$ cat src/sv/arsc_pkg.sv
// Package for the axial rotary sin/cos generator.
// Holds widths, fixed-point constants, shared types and arithmetic helpers.
// No dependencies.
package arsc_pkg;

  localparam int TOK_W        = 13;
  localparam int PAIR_W       = 7;
  localparam int CFG_W        = 7;
  localparam int LN_W         = 23;
  localparam int OUT_W        = 16;
  localparam int IN_TDATA_W   = 24;
  localparam int OUT_TDATA_W  = 32;
  localparam int CFG_IDX_W    = 2;

  localparam int E16_W        = 31;
  localparam int FRONT_STAGES = 46;
  localparam int BACK_STAGES  = 124;

  localparam int QUEUE_DEPTH  = 4;
  localparam int QPTR_W       = 2;
  localparam int QCNT_W       = 3;

  localparam logic [29:0] LN2_Q30   = 30'd744261118;
  localparam logic [44:0] OVF_LIMIT = 45'd23072094658;
  localparam logic [30:0] ONE_Q30   = 31'd1073741824;
  localparam logic signed [34:0] GAIN_Q32 = 35'sd2608131496;

  typedef enum logic [CFG_IDX_W-1:0] {
    REG_GRID     = 2'd0,
    REG_QUARTER  = 2'd1,
    REG_PREFIX   = 2'd2,
    REG_LN_THETA = 2'd3
  } cfg_reg_t;

  typedef struct packed {
    logic [CFG_W-1:0] grid;
    logic [CFG_W-1:0] quarter;
    logic [CFG_W-1:0] prefix;
    logic [LN_W-1:0]  ln_theta;
  } cfg_t;

  typedef struct packed {
    logic             byp;
    logic [TOK_W-1:0] c;
    logic [E16_W-1:0] e16;
  } qent_t;

  typedef struct packed {
    logic full;
    logic empty;
  } qstat_t;

  // one restoring division step: returns {quotient bit, new remainder}
  function automatic logic [7:0] div_step(input logic [6:0] rem, input logic nb,
                                          input logic [6:0] d);
    logic [7:0] t;
    t = {rem, nb};
    if (t >= {1'b0, d}) return {1'b1, 7'(t - {1'b0, d})};
    return {1'b0, t[6:0]};
  endfunction

  // floor((2^32-1)/n) for the Taylor term divisors
  function automatic logic [31:0] recip(input int n);
    case (n)
      1:       return 32'd4294967295;
      2:       return 32'd2147483647;
      3:       return 32'd1431655765;
      4:       return 32'd1073741823;
      5:       return 32'd858993459;
      6:       return 32'd715827882;
      7:       return 32'd613566756;
      8:       return 32'd536870911;
      9:       return 32'd477218588;
      10:      return 32'd429496729;
      11:      return 32'd390451572;
      12:      return 32'd357913941;
      13:      return 32'd330382099;
      default: return 32'd0;
    endcase
  endfunction

  function automatic logic signed [32:0] atan_bam(input int i);
    case (i)
      0:       return 33'sd536870912;
      1:       return 33'sd316933406;
      2:       return 33'sd167458907;
      3:       return 33'sd84939220;
      4:       return 33'sd42667331;
      5:       return 33'sd21354465;
      6:       return 33'sd10679838;
      7:       return 33'sd5340245;
      8:       return 33'sd2670163;
      9:       return 33'sd1335087;
      10:      return 33'sd667544;
      11:      return 33'sd333772;
      12:      return 33'sd166886;
      13:      return 33'sd83443;
      14:      return 33'sd41722;
      15:      return 33'sd20861;
      16:      return 33'sd10430;
      17:      return 33'sd5215;
      18:      return 33'sd2608;
      19:      return 33'sd1304;
      20:      return 33'sd652;
      21:      return 33'sd326;
      22:      return 33'sd163;
      23:      return 33'sd81;
      default: return 33'sd0;
    endcase
  endfunction

endpackage

$ cat src/sv/arsc_front.sv
// Front pipeline: accepts transactions, flags prefix tokens, splits the patch
// number into row/column, and computes the Q7.16 exponent. Uses arsc_pkg.
module arsc_front (
  input  logic                        clk,
  input  logic                        rst_n,
  input  arsc_pkg::cfg_t              cfg,
  input  logic                        in_valid,
  output logic                        in_ready,
  input  logic [arsc_pkg::TOK_W-1:0]  tok,
  input  logic [arsc_pkg::PAIR_W-1:0] pair,
  output logic                        push,
  output arsc_pkg::qent_t             push_data,
  input  arsc_pkg::qstat_t            qstat
);

  typedef struct packed {
    logic        byp;
    logic [12:0] w1;
    logic [6:0]  r1;
    logic [12:0] w2;
    logic [6:0]  r2;
  } f1_t;

  typedef struct packed {
    logic        byp;
    logic [12:0] c;
    logic [30:0] w;
    logic [6:0]  rem;
  } f2_t;

  f1_t f1_r [0:13];
  f2_t f2_r [0:31];
  f1_t f1_nxt;
  f2_t f2_nxt;
  logic [29:0] prod;
  logic [arsc_pkg::FRONT_STAGES-1:0] fv_r;
  logic en;

  assign en        = !fv_r[arsc_pkg::FRONT_STAGES-1] || !qstat.full;
  assign in_ready  = en;
  assign push      = fv_r[arsc_pkg::FRONT_STAGES-1] && en;
  assign push_data = '{byp: f2_r[31].byp, c: f2_r[31].c, e16: f2_r[31].w};

  always_ff @(posedge clk) begin
    if (!rst_n) begin
      fv_r <= '0;
    end else if (en) begin
      fv_r <= {fv_r[arsc_pkg::FRONT_STAGES-2:0], in_valid};
    end
  end

  always_comb begin
    f1_nxt.byp = tok < {6'b0, cfg.prefix};
    f1_nxt.w1  = tok - {6'b0, cfg.prefix};
    f1_nxt.r1  = '0;
    f1_nxt.w2  = {6'b0, pair};
    f1_nxt.r2  = '0;
  end

  always_ff @(posedge clk) begin
    if (en) begin
      f1_r[0] <= f1_nxt;
    end
  end

  for (genvar s = 0; s < 13; s++) begin : g_div1
    logic [7:0] st1, st2;
    f1_t nx;
    always_comb begin
      st1   = arsc_pkg::div_step(f1_r[s].r1, f1_r[s].w1[12], cfg.grid);
      st2   = arsc_pkg::div_step(f1_r[s].r2, f1_r[s].w2[12], cfg.quarter);
      nx    = f1_r[s];
      nx.w1 = {f1_r[s].w1[11:0], st1[7]};
      nx.r1 = st1[6:0];
      nx.w2 = {f1_r[s].w2[11:0], st2[7]};
      nx.r2 = st2[6:0];
    end
    always_ff @(posedge clk) begin
      if (en) begin
        f1_r[s+1] <= nx;
      end
    end
  end

  // row axis when pair lies below the quarter, column axis otherwise
  always_comb begin
    prod       = cfg.ln_theta * f1_r[13].r2;
    f2_nxt.byp = f1_r[13].byp;
    f2_nxt.c   = (f1_r[13].w2 == '0) ? f1_r[13].w1 : {6'b0, f1_r[13].r1};
    f2_nxt.w   = {1'b0, prod} + {25'b0, cfg.quarter[6:1]};
    f2_nxt.rem = '0;
  end

  always_ff @(posedge clk) begin
    if (en) begin
      f2_r[0] <= f2_nxt;
    end
  end

  for (genvar s = 0; s < 31; s++) begin : g_div2
    logic [7:0] st;
    f2_t nx;
    always_comb begin
      st     = arsc_pkg::div_step(f2_r[s].rem, f2_r[s].w[30], cfg.quarter);
      nx     = f2_r[s];
      nx.w   = {f2_r[s].w[29:0], st[7]};
      nx.rem = st[6:0];
    end
    always_ff @(posedge clk) begin
      if (en) begin
        f2_r[s+1] <= nx;
      end
    end
  end

endmodule

$ cat config.mk
export PLATFORM = sky130hd
export DESIGN_NAME = arsc_front
export DESIGN_NICKNAME = d
export VERILOG_FILES = /design/src/sv/arsc_pkg.sv /design/src/sv/arsc_front.sv
export SDC_FILE = /design/constraint.sdc
export NUM_CORES = 2
export LEC_CHECK = 0
export BUFFER_PORTS_ARGS = -buffer_cell sky130_fd_sc_hd__buf_2
export CORE_ASPECT_RATIO = 1.75
export CORE_MARGIN = 4
export CORE_UTILIZATION = 23
export CTS_CLUSTER_DIAMETER = 150
export DETAILED_ROUTE_END_ITERATION = 10
export PLACE_DENSITY = 0.4
export SETUP_SLACK_MARGIN = 0.4
export SLEW_MARGIN = 40
export SYNTH_ARGS = -nofsm -noshare
export SYNTH_HDL_FRONTEND = slang
export SYNTH_SLANG_ARGS = --single-unit
$ cat constraint.sdc
create_clock -name clk -period 97.6 [get_ports clk]
set_clock_uncertainty 0.05 [all_clocks]
set_input_delay 14.64 -clock clk [delete_from_list [all_inputs] [get_ports clk]]
set_output_delay 14.64 -clock clk [all_outputs]
set_load 0.03 [all_outputs]
==> out/qor.yml <==
dp_hpwl_mm: 97.0
place_area_um2: 99300
place_congestion: 0.738
hold_buffers: 0
area_delta_synth_final_pct: 15.9
finalWorstSetupSlack_ps: 67220
cts_tree: "done"
maxCapViolCount: 0
yosys.area_share.xor_xnor: 0.0197
fin_crit_sh: 0.311
synthFlopType: "edfxtp_1"
syn_area_um2: 92000
die_width_um: 486
num_vias: 44300
dp_cells: 11000
grt_antenna_before_repair: 8
core_um2: 399000
drive_gt1_frac: 0.119
p_per_area_nw_per_um2: 35.4
cts.sinks: 2235
fin_area_um2: 107000
nNetsFinal: 6642
finalSetupTns_ps: 0
detail-route-antenna-nets: 0
async_flop_share: 0
worstSetupPathType: "input port to output port"
path_cells: "buf_2 -> and2_1 -> inv_8 -> buf_2"
dp_worst_setup_slack_ps: 67180
synth-warning-count: 0
cts_resized: 0
wl_per_cell_um: 13.9
grt.overflow.total: 0
vdd_drop_max_v: 0.0000337
critPathMaxFanout: 70
h-tree-depth: 4
cp_slowest_cell: "inv_8"
grt_start_max_net_pins: 149
max-slew-margin-rel: 0.475
ys_seq_area_frac: 0.724
rsz0062_at_grt: "false"
end_kind: "output port"
synth_compound_area_frac: 0.0464
reg2reg_slack_ps: 91890
drt_first_pass_iters: 7
io-pin-count: 116
status: "completed"
start_util: 0.231
grt_pass1_wl_mm: 255
grt_pass1_vias: 47600
cts-buffers-inserted: 231
port_buffers: 114
crit_top_cell: "buf_2"
die_area_um2: 411000
hold-worst-slack_ps: 305
setup_viol: 0
yosys_register_bits: 2235
postCtsSetupBuffers: 0
leakagePower_nw: 40.2
synthMuxAreaShare: 0.0308
synth_top_family_by_area: "adder cells"
grt_use_total: 0.0763
viasPerCell: 3.89
ys_types: 59
synthCells: 5630
synth_fa_ha_area_frac: 0.0983
clkSlewWorstSetupHoldPaths_ps: 60
startpoint_type: "input port"
cts_root_buf: "clkbuf_16"
cp_data_arrival_time_ps: 15690
synth_edf_count: 2189
drt_iter0_markers: 2089
drv_slew: 0
stdcell_count: 11400
worst_pin_slew_ps: 783
critical-path-max-stage-delay_ps: 360
max_freq_ghz: 0.0329
clockBufferDepth: 4
synth-simple-area-share: 0.0588
synth_area_per_cell_um2: 16.3
hp-class: "flop to flop"
fp-row-count: 307
die_y_um: 845
insertion_delay_ps: 880
fillers: 40300
finalHoldViolations: 0
drc: 0
totalWireLength_mm: 158
cp.required_ps: 82910
period_needed_ps: 30380
==> cell usage after synthesis, types with 11 or more instances <==
library cell | count | share of area
nor2_2 | 45 | 0.0031
or2_2 | 12 | 0.00082
and2_1 | 134 | 0.0091
xnor2_1 | 167 | 0.016
nand4_1 | 60 | 0.0041
inv_1 | 392 | 0.016
o21ai_1 | 121 | 0.0066
mux2i_1 | 77 | 0.0084
inv_2 | 11 | 0.00045
a21oi_1 | 131 | 0.0071
ha_1 | 461 | 0.063
mux2_1 | 32 | 0.0039
a21boi_0 | 46 | 0.0038
a211oi_1 | 48 | 0.0039
edfxtp_1 | 2189 | 0.71
o21a_1 | 69 | 0.0056
nor3_1 | 81 | 0.0044
xor2_1 | 40 | 0.0038
o21ai_0 | 150 | 0.0082
a21boi_1 | 83 | 0.0068
nand2b_1 | 30 | 0.0020
nor2_1 | 297 | 0.012
nand2_1 | 284 | 0.012
dfxtp_1 | 46 | 0.010
mux2_2 | 151 | 0.018
buf_4 | 45 | 0.0037
nand3_1 | 51 | 0.0028
nor2b_1 | 111 | 0.0075
fa_1 | 164 | 0.036
clkbuf_1 | 34 | 0.0014
==> cells in the final DEF, fill, tap and decap left out, drive strengths merged, types with 21 or more instances in the layout <==
cell / count
xor2: 40
mux2i: 77
and2: 134
clkinv: 114
fa: 164
nand3: 51
clkbuf: 264
nand2b: 30
inv: 404
o21a: 69
o21ai: 273
ha: 461
mux2: 183
xnor2: 167
nor2b: 112
edfxtp: 2189
bufinv: 21
nor2: 342
dfxtp: 46
nand4: 60
buf: 167
a21oi: 131
a211oi: 48
nor3: 81
nand2: 284
a21boi: 130
==> area by class of cell <==
class                           count  area [um2]  share of cell area
Clock inverter                    148        1290              0.0121
Sequential cell                  2235       66700               0.625
Inverter                          403        1530              0.0144
Antenna cell                        3        7.51           0.0000704
Multi-Input combinational cell   2910       23400               0.219
Timing Repair Buffer              167        1210              0.0114
Tap cell                         5253        6570              0.0616
Clock buffer                      264        5990              0.0562
==> through the flow <==
step	utilization	power [W]
after floorplan	-	0.00263
after CTS	0.267	0.00387
final	0.267	0.00378
after global placement	0.248	0.00295
after detailed placement	0.249	0.00297
after global routing	0.267	0.00409
==> metal layers <==
metal | up-vias | global-route usage | part of all wire
li1 | 21400 | - | -
met1 | 22000 | 0.0840 | 0.39
met2 | 577 | 0.144 | 0.53
met3 | 341 | 0.0147 | 0.038
met4 | 6 | 0.0283 | 0.036
met5 | - | 0 | 0.00021
==> worst max-delay path, delay by kind of cell <==
kind	cells	cell delay, ps
and+or+nand+nor	1	210
buffers and inverters	3	760
==> kinds of logic (layout without fill, tap and decap cells) <==
| family | count (synthesis) | count (layout) |
|---|---|---|
| AOI/OAI and AO/OA | 697 | 697 |
| muxes | 260 | 260 |
| other | 1 | 6 |
| adders and majority gates | 625 | 625 |
| xor gates and xnor gates | 207 | 207 |
| and+or+nand+nor | 1118 | 1118 |
| buffers and inverters | 487 | 982 |
| DFF | 2235 | 2235 |
==> worst paths after layout <==
| path | to | cells after the start | start |
|---|---|---|---|
| min reg2reg | f2_r[1][563] | 0 | f2_r[1][511] |
| min | f2_r[1][563] | 0 | f2_r[1][511] |
| max reg2reg | f1_r[0][12] | 9 | fv_r[45] |
| max | in_ready | 4 | qstat[1] |
==> state kept, by name, indices dropped and copies added (netlist names) <==
signal	flops
fv_r	46
f2_r	1650
f1_r	539
==> where the power goes <==
part,switching [W],leakage (nW),internal (W)
combinational,0.000735,12.7,0.000549
sequential,0.000106,24.0,0.00153
clock,0.000365,3.57,0.000493
total,0.00121,40.2,0.00257
Power figures use the tool's default switching activity.
