File: src/sv/arsc_pkg.sv
// Package for the axial rotary sin/cos generator.
// Holds widths, fixed-point constants, shared types and arithmetic helpers.
// No dependencies.
package arsc_pkg;

  localparam int TOK_W        = 13;
  localparam int PAIR_W       = 7;
  localparam int CFG_W        = 7;
  localparam int LN_W         = 23;
  localparam int OUT_W        = 16;
  localparam int IN_TDATA_W   = 24;
  localparam int OUT_TDATA_W  = 32;
  localparam int CFG_IDX_W    = 2;

  localparam int E16_W        = 31;
  localparam int FRONT_STAGES = 46;
  localparam int BACK_STAGES  = 124;

  localparam int QUEUE_DEPTH  = 4;
  localparam int QPTR_W       = 2;
  localparam int QCNT_W       = 3;

  localparam logic [29:0] LN2_Q30   = 30'd744261118;
  localparam logic [44:0] OVF_LIMIT = 45'd23072094658;
  localparam logic [30:0] ONE_Q30   = 31'd1073741824;
  localparam logic signed [34:0] GAIN_Q32 = 35'sd2608131496;

  typedef enum logic [CFG_IDX_W-1:0] {
    REG_GRID     = 2'd0,
    REG_QUARTER  = 2'd1,
    REG_PREFIX   = 2'd2,
    REG_LN_THETA = 2'd3
  } cfg_reg_t;

  typedef struct packed {
    logic [CFG_W-1:0] grid;
    logic [CFG_W-1:0] quarter;
    logic [CFG_W-1:0] prefix;
    logic [LN_W-1:0]  ln_theta;
  } cfg_t;

  typedef struct packed {
    logic             byp;
    logic [TOK_W-1:0] c;
    logic [E16_W-1:0] e16;
  } qent_t;

  typedef struct packed {
    logic full;
    logic empty;
  } qstat_t;

  // one restoring division step: returns {quotient bit, new remainder}
  function automatic logic [7:0] div_step(input logic [6:0] rem, input logic nb,
                                          input logic [6:0] d);
    logic [7:0] t;
    t = {rem, nb};
    if (t >= {1'b0, d}) return {1'b1, 7'(t - {1'b0, d})};
    return {1'b0, t[6:0]};
  endfunction

  // floor((2^32-1)/n) for the Taylor term divisors
  function automatic logic [31:0] recip(input int n);
    case (n)
      1:       return 32'd4294967295;
      2:       return 32'd2147483647;
      3:       return 32'd1431655765;
      4:       return 32'd1073741823;
      5:       return 32'd858993459;
      6:       return 32'd715827882;
      7:       return 32'd613566756;
      8:       return 32'd536870911;
      9:       return 32'd477218588;
      10:      return 32'd429496729;
      11:      return 32'd390451572;
      12:      return 32'd357913941;
      13:      return 32'd330382099;
      default: return 32'd0;
    endcase
  endfunction

  function automatic logic signed [32:0] atan_bam(input int i);
    case (i)
      0:       return 33'sd536870912;
      1:       return 33'sd316933406;
      2:       return 33'sd167458907;
      3:       return 33'sd84939220;
      4:       return 33'sd42667331;
      5:       return 33'sd21354465;
      6:       return 33'sd10679838;
      7:       return 33'sd5340245;
      8:       return 33'sd2670163;
      9:       return 33'sd1335087;
      10:      return 33'sd667544;
      11:      return 33'sd333772;
      12:      return 33'sd166886;
      13:      return 33'sd83443;
      14:      return 33'sd41722;
      15:      return 33'sd20861;
      16:      return 33'sd10430;
      17:      return 33'sd5215;
      18:      return 33'sd2608;
      19:      return 33'sd1304;
      20:      return 33'sd652;
      21:      return 33'sd326;
      22:      return 33'sd163;
      23:      return 33'sd81;
      default: return 33'sd0;
    endcase
  endfunction

endpackage

File: src/sv/arsc_queue.sv
// Four-entry queue between the front and back pipelines.
// Uses arsc_pkg for the entry and status types.
module arsc_queue (
  input  logic             clk,
  input  logic             rst_n,
  input  logic             push,
  input  arsc_pkg::qent_t  push_data,
  input  logic             pop,
  output arsc_pkg::qent_t  head,
  output arsc_pkg::qstat_t qstat
);

  arsc_pkg::qent_t mem_r [0:arsc_pkg::QUEUE_DEPTH-1];
  logic [arsc_pkg::QPTR_W-1:0] wp_r, rp_r;
  logic [arsc_pkg::QCNT_W-1:0] cnt_r;

  assign head        = mem_r[rp_r];
  assign qstat.full  = cnt_r == arsc_pkg::QCNT_W'(arsc_pkg::QUEUE_DEPTH);
  assign qstat.empty = cnt_r == '0;

  always_ff @(posedge clk) begin
    if (push) begin
      mem_r[wp_r] <= push_data;
    end
  end

  always_ff @(posedge clk) begin
    if (!rst_n) begin
      wp_r  <= '0;
      rp_r  <= '0;
      cnt_r <= '0;
    end else begin
      if (push) wp_r <= wp_r + 1'b1;
      if (pop)  rp_r <= rp_r + 1'b1;
      if (push && !pop) begin
        cnt_r <= cnt_r + 1'b1;
      end else if (pop && !push) begin
        cnt_r <= cnt_r - 1'b1;
      end
    end
  end

`ifndef SYNTHESIS
  a_no_overflow: assert property (@(posedge clk) disable iff (!rst_n)
    push |-> !qstat.full) else $error("queue push while full");
  a_no_underflow: assert property (@(posedge clk) disable iff (!rst_n)
    pop |-> !qstat.empty) else $error("queue pop while empty");
  a_count_up: assert property (@(posedge clk) disable iff (!rst_n)
    (push && !pop) |=> cnt_r == $past(cnt_r) + 1'b1) else $error("queue count slip");
`endif

endmodule

File: config.mk
export PLATFORM = sky130hd
export DESIGN_NAME = arsc_queue
export DESIGN_NICKNAME = d
export VERILOG_FILES = /design/src/sv/arsc_pkg.sv /design/src/sv/arsc_queue.sv
export SDC_FILE = /design/constraint.sdc
export NUM_CORES = 1
export LEC_CHECK = 0
export BUFFER_PORTS_ARGS = -buffer_cell sky130_fd_sc_hd__buf_2
export CORE_MARGIN = 5
export CORE_UTILIZATION = 57
export CTS_CLUSTER_SIZE = 25
export DETAILED_ROUTE_END_ITERATION = 10
export GPL_TIMING_DRIVEN = 1
export PLACE_DENSITY = 0.79
export SKIP_LAST_GASP = 1
export SLEW_MARGIN = 20
export SYNTH_ARGS = -nofsm -noshare
export SYNTH_HDL_FRONTEND = slang
export SYNTH_SLANG_ARGS = --single-unit
File: constraint.sdc
create_clock -name clk -period 2.4 [get_ports clk]
set_clock_uncertainty 0.05 [all_clocks]
set_input_delay 0.24 -clock clk [delete_from_list [all_inputs] [get_ports clk]]
set_output_delay 0.24 -clock clk [all_outputs]
set_load 0.1 [all_outputs]
==> flow_summary.ini, run 1 <==
[global_routing]
grt.total_usage = 0.1832
antenna_found_initial = 0
grt_pass1_wl_mm = 19.52
grt_max_degree = 28
gr-total-overflow = 0
grt_pass1_vias = 3566

[critical_path]
worst_path_max_delay_cell = dfxtp_2
cp.required_ps = 2110
reg2reg_from = wp_r[0]
crit_buf_inv = 2
critical_path_class = flip-flop to output pin
cp-endpoint = head[23]
reg2reg_slack_ps = 810
arrival_ps = 1990
critical_path_depth = 3
critPathMaxStageDelay_ps = 590
path_max_fanout = 14
rr_worst_depth = 3
end_kind = output pin
r2r_end = mem_r[3][39]
start_kind = flip-flop
path_cells = buf_4 > mux4_2 > buf_2
crit_family = buffers and inverters

[cells_and_area]
syn_to_final_growth_pct = 27.08
layout.nets = 498
final.fill_count = 688
fin_area_mm2 = 0.008895
mostFrequentLayoutCells = edfxtp_1, buf_2, dlygate4sd3_1
layout_commonest_cell = edfxtp_1
drive_gt1_frac = 0.4123
n_antenna_cell = 0

[detailed_routing]
totalWireLength_mm = 12.34
route.detailed.drc = 0
drt-initial-drc-count = 241
dr.pass1.iters = 4
viasPerCell = 5.458
via_count = 3291
antenna_left = 0
avgRoutedWirePerCell_um = 20.47

[synthesis]
ys_seq_elements = 189
synth_seq_area_share = 0.7980
ys_warn_count = 0
synthCells = 278
syn_area_mm2 = 0.006999
yosysUniqueCellTypes = 22
syn_area_per_cell_um2 = 25.18
syn_nets = 333

[clock_network]
clk_latency_ps = 420
path_clk_slew_ps = 60
root_buffer = clkbuf_16
cts_buffers = 17
htreeDepth = 4
clock_sinks = 189
cts_tree = done
clock_path_buffers = 2

[sta]
holdWs_ps = 59.13
final.min_clock_period_ps = 2284
finalMaxSlewViolations = 0
rsz0062_at_grt = false
worstMarginPinSlew_ps = 523.3
period_share = 0.9516
final-setup-viol-count = 0
clock.fmax_mhz = 437.9
tns_ps = 0
slew_headroom = 0.6536
hold_viol = 0

[place]
hpwlAfterDp_mm = 7.596
place_congestion = 0.7231
io_buffers = 95
place_area_mm2 = 0.007710

[power_and_ir_drop]
p_per_area_mw_per_mm2 = 983.6
ir_drop_v = 0.0007399
p_sw_mw = 2.411
seq_power_share = 0.440
combPwrFrac = 0.187
intPower_mw = 6.338
p_sw_frac = 0.2756
clockPowerShare = 0.373
p_leak_nw = 3.130

[run]
drv_cap = 0

[floorplanning]
die_w_um = 120.8
rows = 40
start_util = 0.5827
die_area_mm2 = 0.01460
die_h_um = 120.8
io_pins = 96
coreArea_mm2 = 0.01201

[worst_hold_path]
hold_depth = 2
hp-class = primary input to flip-flop

[outcome]
status = finished, final reports clean
## synth_stat cells
cell type | instances | area share
mux2i_1 | 2 | 0.0029
buf_6 | 1 | 0.0016
and2_1 | 9 | 0.0080
inv_1 | 4 | 0.0021
nor3_1 | 1 | 0.00071
clkbuf_2 | 1 | 0.00071
edfxtp_1 | 180 | 0.77
buf_12 | 4 | 0.011
dfxtp_1 | 9 | 0.026
a21boi_0 | 1 | 0.0011
ha_1 | 5 | 0.0089
buf_2 | 4 | 0.0029
xor2_1 | 3 | 0.0038
mux4_1 | 5 | 0.019
nand2_1 | 1 | 0.00054
nor2b_1 | 2 | 0.0018
o21ai_0 | 1 | 0.00071
or3_1 | 1 | 0.00089
mux4_2 | 40 | 0.13
nor3b_1 | 1 | 0.0011
xnor2_1 | 2 | 0.0025
fa_1 | 1 | 0.0029
## worst reg2reg max path, delay by kind of cell, from the launching register on
kind | cells | cell delay, ps
fa+ha+maj | 1 | 160
simple gates | 1 | 390
buf+inv | 1 | 300
flops | 1 | 390
## timing repair
item                                    CTS  global route
gates resized for setup                   0             0
endpoints found under the setup margin    2             0
hold endpoints to repair                180             0
hold buffers                             45             0
setup buffers                             3             0
## metal layers
layer	routed length (um)	vias up	global-route usage
li1	-	1503	-
met1	5374	1678	0.2376
met2	6158	92	0.2997
met3	606	18	0.04771
met4	203	0	0.07295
met5	0	-	0
## power groups by stage
stage | sequential (mW) | combinational, mW | clock (mW)
floorplan | 3.89 | 1.33 | 0
global placement | 3.92 | 1.55 | 0
detailed placement | 3.93 | 1.57 | 0
CTS | 3.85 | 1.65 | 3.31
global route | 3.86 | 1.70 | 3.47
finish | 3.85 | 1.63 | 3.27
## registers in the layout (all words and copies together), names as in the netlist, named ones only
register / cells
cnt_r: 3
mem_r: 180
rp_r: 2
wp_r: 2
## through the flow
step | cells | util | power (mW) | setup WS (ps)
final | 603 | 0.7405 | 8.749 | 116.2
after global routing | 603 | 0.7405 | 9.028 | 30.62
after CTS | 603 | 0.7405 | 8.811 | 68.86
after detailed placement | 523 | 0.6419 | 5.498 | 448.4
after global placement | 523 | 0.6419 | 5.470 | 467.6
after floorplan | 278 | - | 5.221 | 322.2
## how the worst min path moves through the flow
stage                       start            to  slack, ps
global route                rst_n      cnt_r[1]         80
finish                      rst_n      cnt_r[0]         60
CTS                         rst_n      cnt_r[0]         50
floorplan            push_data[0]   mem_r[0][0]        290
global placement    push_data[17]  mem_r[1][17]        400
detailed placement   push_data[4]   mem_r[1][4]        410
## area by class of cell
class	count	area (um^2)	area share
timing repair buffer	156	1109	0.1246
clock buffer	18	429.2	0.04825
multi-input combinational	75	1297	0.1459
inverter	4	15.01	0.001688
sequential	189	5590	0.6285
tap	147	183.9	0.02068
clock inverter	14	270.3	0.03038
## cell families after synthesis
family	count (synthesis)	synth area share
flip-flops	189	0.7980
multiplexers	47	0.1503
AND/OR/NAND/NOR	15	0.01305
buffers and inverters	14	0.01877
adder cells (fa/ha/maj)	6	0.01180
XOR/XNOR	5	0.006258
AO/OA/AOI/OAI	2	0.001787
Note: power is estimated with default switching activity, not from simulation.
==> inputs of run 2 (changes only) <==
--- a/config.mk
+++ b/config.mk
@@ -6,6 +6,7 @@
 export NUM_CORES = 1
 export LEC_CHECK = 0
 export BUFFER_PORTS_ARGS = -buffer_cell sky130_fd_sc_hd__buf_2
+export CORE_ASPECT_RATIO = 1.25
 export CORE_MARGIN = 5
 export CORE_UTILIZATION = 57
 export CTS_CLUSTER_SIZE = 25
==> constraint.sdc (replaced) <==
create_clock -name clk -period 2.36 [get_ports clk]
set_clock_uncertainty 0.05 [all_clocks]
set_input_delay 0.236 -clock clk [delete_from_list [all_inputs] [get_ports clk]]
set_output_delay 0.236 -clock clk [all_outputs]
set_load 0.1 [all_outputs]
==> run 2 against run 1 <==
  * Register-to-register slack got worse by 40 ps
  * Worst hold slack improved by 18 ps
  * Critical endpoint is now head[41]
  * Global-route usage rose by 0.072 points
  * Final cell count rose by 2.3%
  * Setup slack got worse by 26 ps
  * Combinational power barely moved
  * Core utilization fell by 2.0 points
  * Critical path type unchanged
  * Clock-buffer cell count rose by 5
  * Wire length fell by 1.5%
  * Clock power fell by 18%
  * Sequential cell count did not move
==> flow_summary.ini, run 2 (synthesis results as in run 1) <==
[outcome]
status = finished, final reports clean

[clock_network]
cts_tree = done
clk_latency_ps = 410
post-cts-setup-buffer-count = 0
path_clk_slew_ps = 60
clock_path_buffers = 2
cts_resized = 0
cts_buffers = 17
ctsHoldBuffers = 45
root_buffer = clkbuf_16
htreeDepth = 4
clock_sinks = 189

[sta]
fin_ws_ps = 90.22
holdWs_ps = 76.84
rsz0062_at_grt = false
slew_headroom = 0.6610
clock.fmax_mhz = 440.6
worstMarginPinSlew_ps = 512.0
final.min_clock_period_ps = 2270
hold_viol = 0
finalMaxSlewViolations = 0
period_share = 0.9618
tns_ps = 0
final-setup-viol-count = 0

[detailed_routing]
viasPerCell = 5.382
dr.pass1.iters = 4
via_count = 3321
totalWireLength_mm = 12.16
antenna_left = 0
avgRoutedWirePerCell_um = 19.70
route.detailed.drc = 0
drt-initial-drc-count = 168

[global_routing]
antenna_found_initial = 1
grt_pass1_wl_mm = 19.62
grt_pass1_vias = 3653
grt.total_usage = 0.1839
gr-total-overflow = 0
grt_max_degree = 30

[run]
drv_cap = 0

[cells_and_area]
postLayoutCoreUtil = 0.7202
layout.nets = 494
top_regs = mem_r x180, cnt_r x3
final.fill_count = 732
syn_to_final_growth_pct = 24.56
stdcell_count = 617
drive_gt1_frac = 0.4071
mostFrequentLayoutCells = edfxtp_1, buf_2, dlygate4sd3_1
layout_commonest_cell = edfxtp_1
fin_area_mm2 = 0.008718
regMostFlops = mem_r
largest_reg_flops = 180

[critical_path]
crit_buf_inv = 2
end_kind = output pin
r2r_end = cnt_r[2]
path_cells = buf_12 > mux4_1 > buf_2
path_max_fanout = 19
start_kind = flip-flop
critical_path_class = flip-flop to output pin
worst_path_max_delay_cell = mux4_1
cp-endpoint = head[41]
reg2reg_from = cnt_r[0]
reg2reg_slack_ps = 770
rr_worst_depth = 4
crit_family = multiplexers
cp.required_ps = 2070
critPathMaxStageDelay_ps = 580
critical_path_depth = 3
arrival_ps = 1980

[floorplanning]
die_h_um = 133.9
start_util = 0.5782
coreArea_mm2 = 0.01211
rows = 45
die_w_um = 109.1
io_pins = 96
die_area_mm2 = 0.01461

[worst_hold_path]
hp-class = primary input to flip-flop

[power_and_ir_drop]
intPower_mw = 5.784
clockPowerShare = 0.324
ir_drop_v = 0.0005826
seq_power_share = 0.475
p_sw_mw = 2.435
p_leak_nw = 3.031
p_sw_frac = 0.2963
power_mw = 8.219
combPwrFrac = 0.201
p_per_area_mw_per_mm2 = 942.7

[place]
pre_cts_ws_ps = 503.4
place_congestion = 0.7581
placed_cells = 539
io_buffers = 95
hpwlAfterDp_mm = 7.254
place_area_mm2 = 0.007699
-- run 2: changes by cell type in the layout (fill, tap and decap cells not counted), sizes merged --
cell      before  now
buf          111  107
bufinv         8    1
clkbuf        18   23
clkinv         5    4
clkinvlp       1    3
diode          0    1
inv            4    5
-- run 2: metal layers --
| metal | up-vias | wire, um | track usage | share of wire |
|---|---|---|---|---|
| met5 | - | 0 | 0 | 0 |
| met4 | 0 | 191 | 0.06877 | 0.016 |
| met3 | 14 | 554 | 0.04863 | 0.046 |
| met2 | 93 | 6547 | 0.2999 | 0.54 |
| met1 | 1714 | 4864 | 0.2388 | 0.40 |
| li1 | 1500 | - | - | - |
-- run 2: worst min-delay path by stage --
stage	startpoint	endpoint	cells after the start
2_1_floorplan	push_data[0]	mem_r[0][0]	0
3_3_place_gp	push_data[39]	mem_r[0][39]	1
3_5_place_dp	push_data[12]	mem_r[0][12]	1
4_1_cts	rst_n	cnt_r[0]	2
5_1_grt	rst_n	flip-flop	2
6_report	rst_n	rp_r[0]	2
-- run 2: worst reg2reg max path, cell delays in order, from the launching register on --
cell,delay (ps)
dfxtp_1,370
fa_1,450
xor2_1,170
or3_1,310
a21boi_0,180
-- run 2: layout make-up --
class / count / area [um^2] / share of cell area
repair buffers: 152 / 1041 / 0.1194
inverters: 4 / 15.01 / 0.001722
diodes: 1 / 2.502 / 0.0002870
clock inverters: 9 / 88.84 / 0.01019
clock buffers: 23 / 478.0 / 0.05482
well taps: 164 / 205.2 / 0.02354
flip-flops and latches: 189 / 5590 / 0.6412
multi-input cells: 75 / 1297 / 0.1488
-- run 2: power by group through the flow --
stage	registers (mW)	logic, mW	clock network [mW]
4_1_cts	3.91	1.66	2.72
5_1_grt	3.92	1.71	2.88
6_report	3.90	1.65	2.67
3_5_place_dp	3.98	1.60	0
3_3_place_gp	3.97	1.59	0
2_1_floorplan	3.96	1.35	0
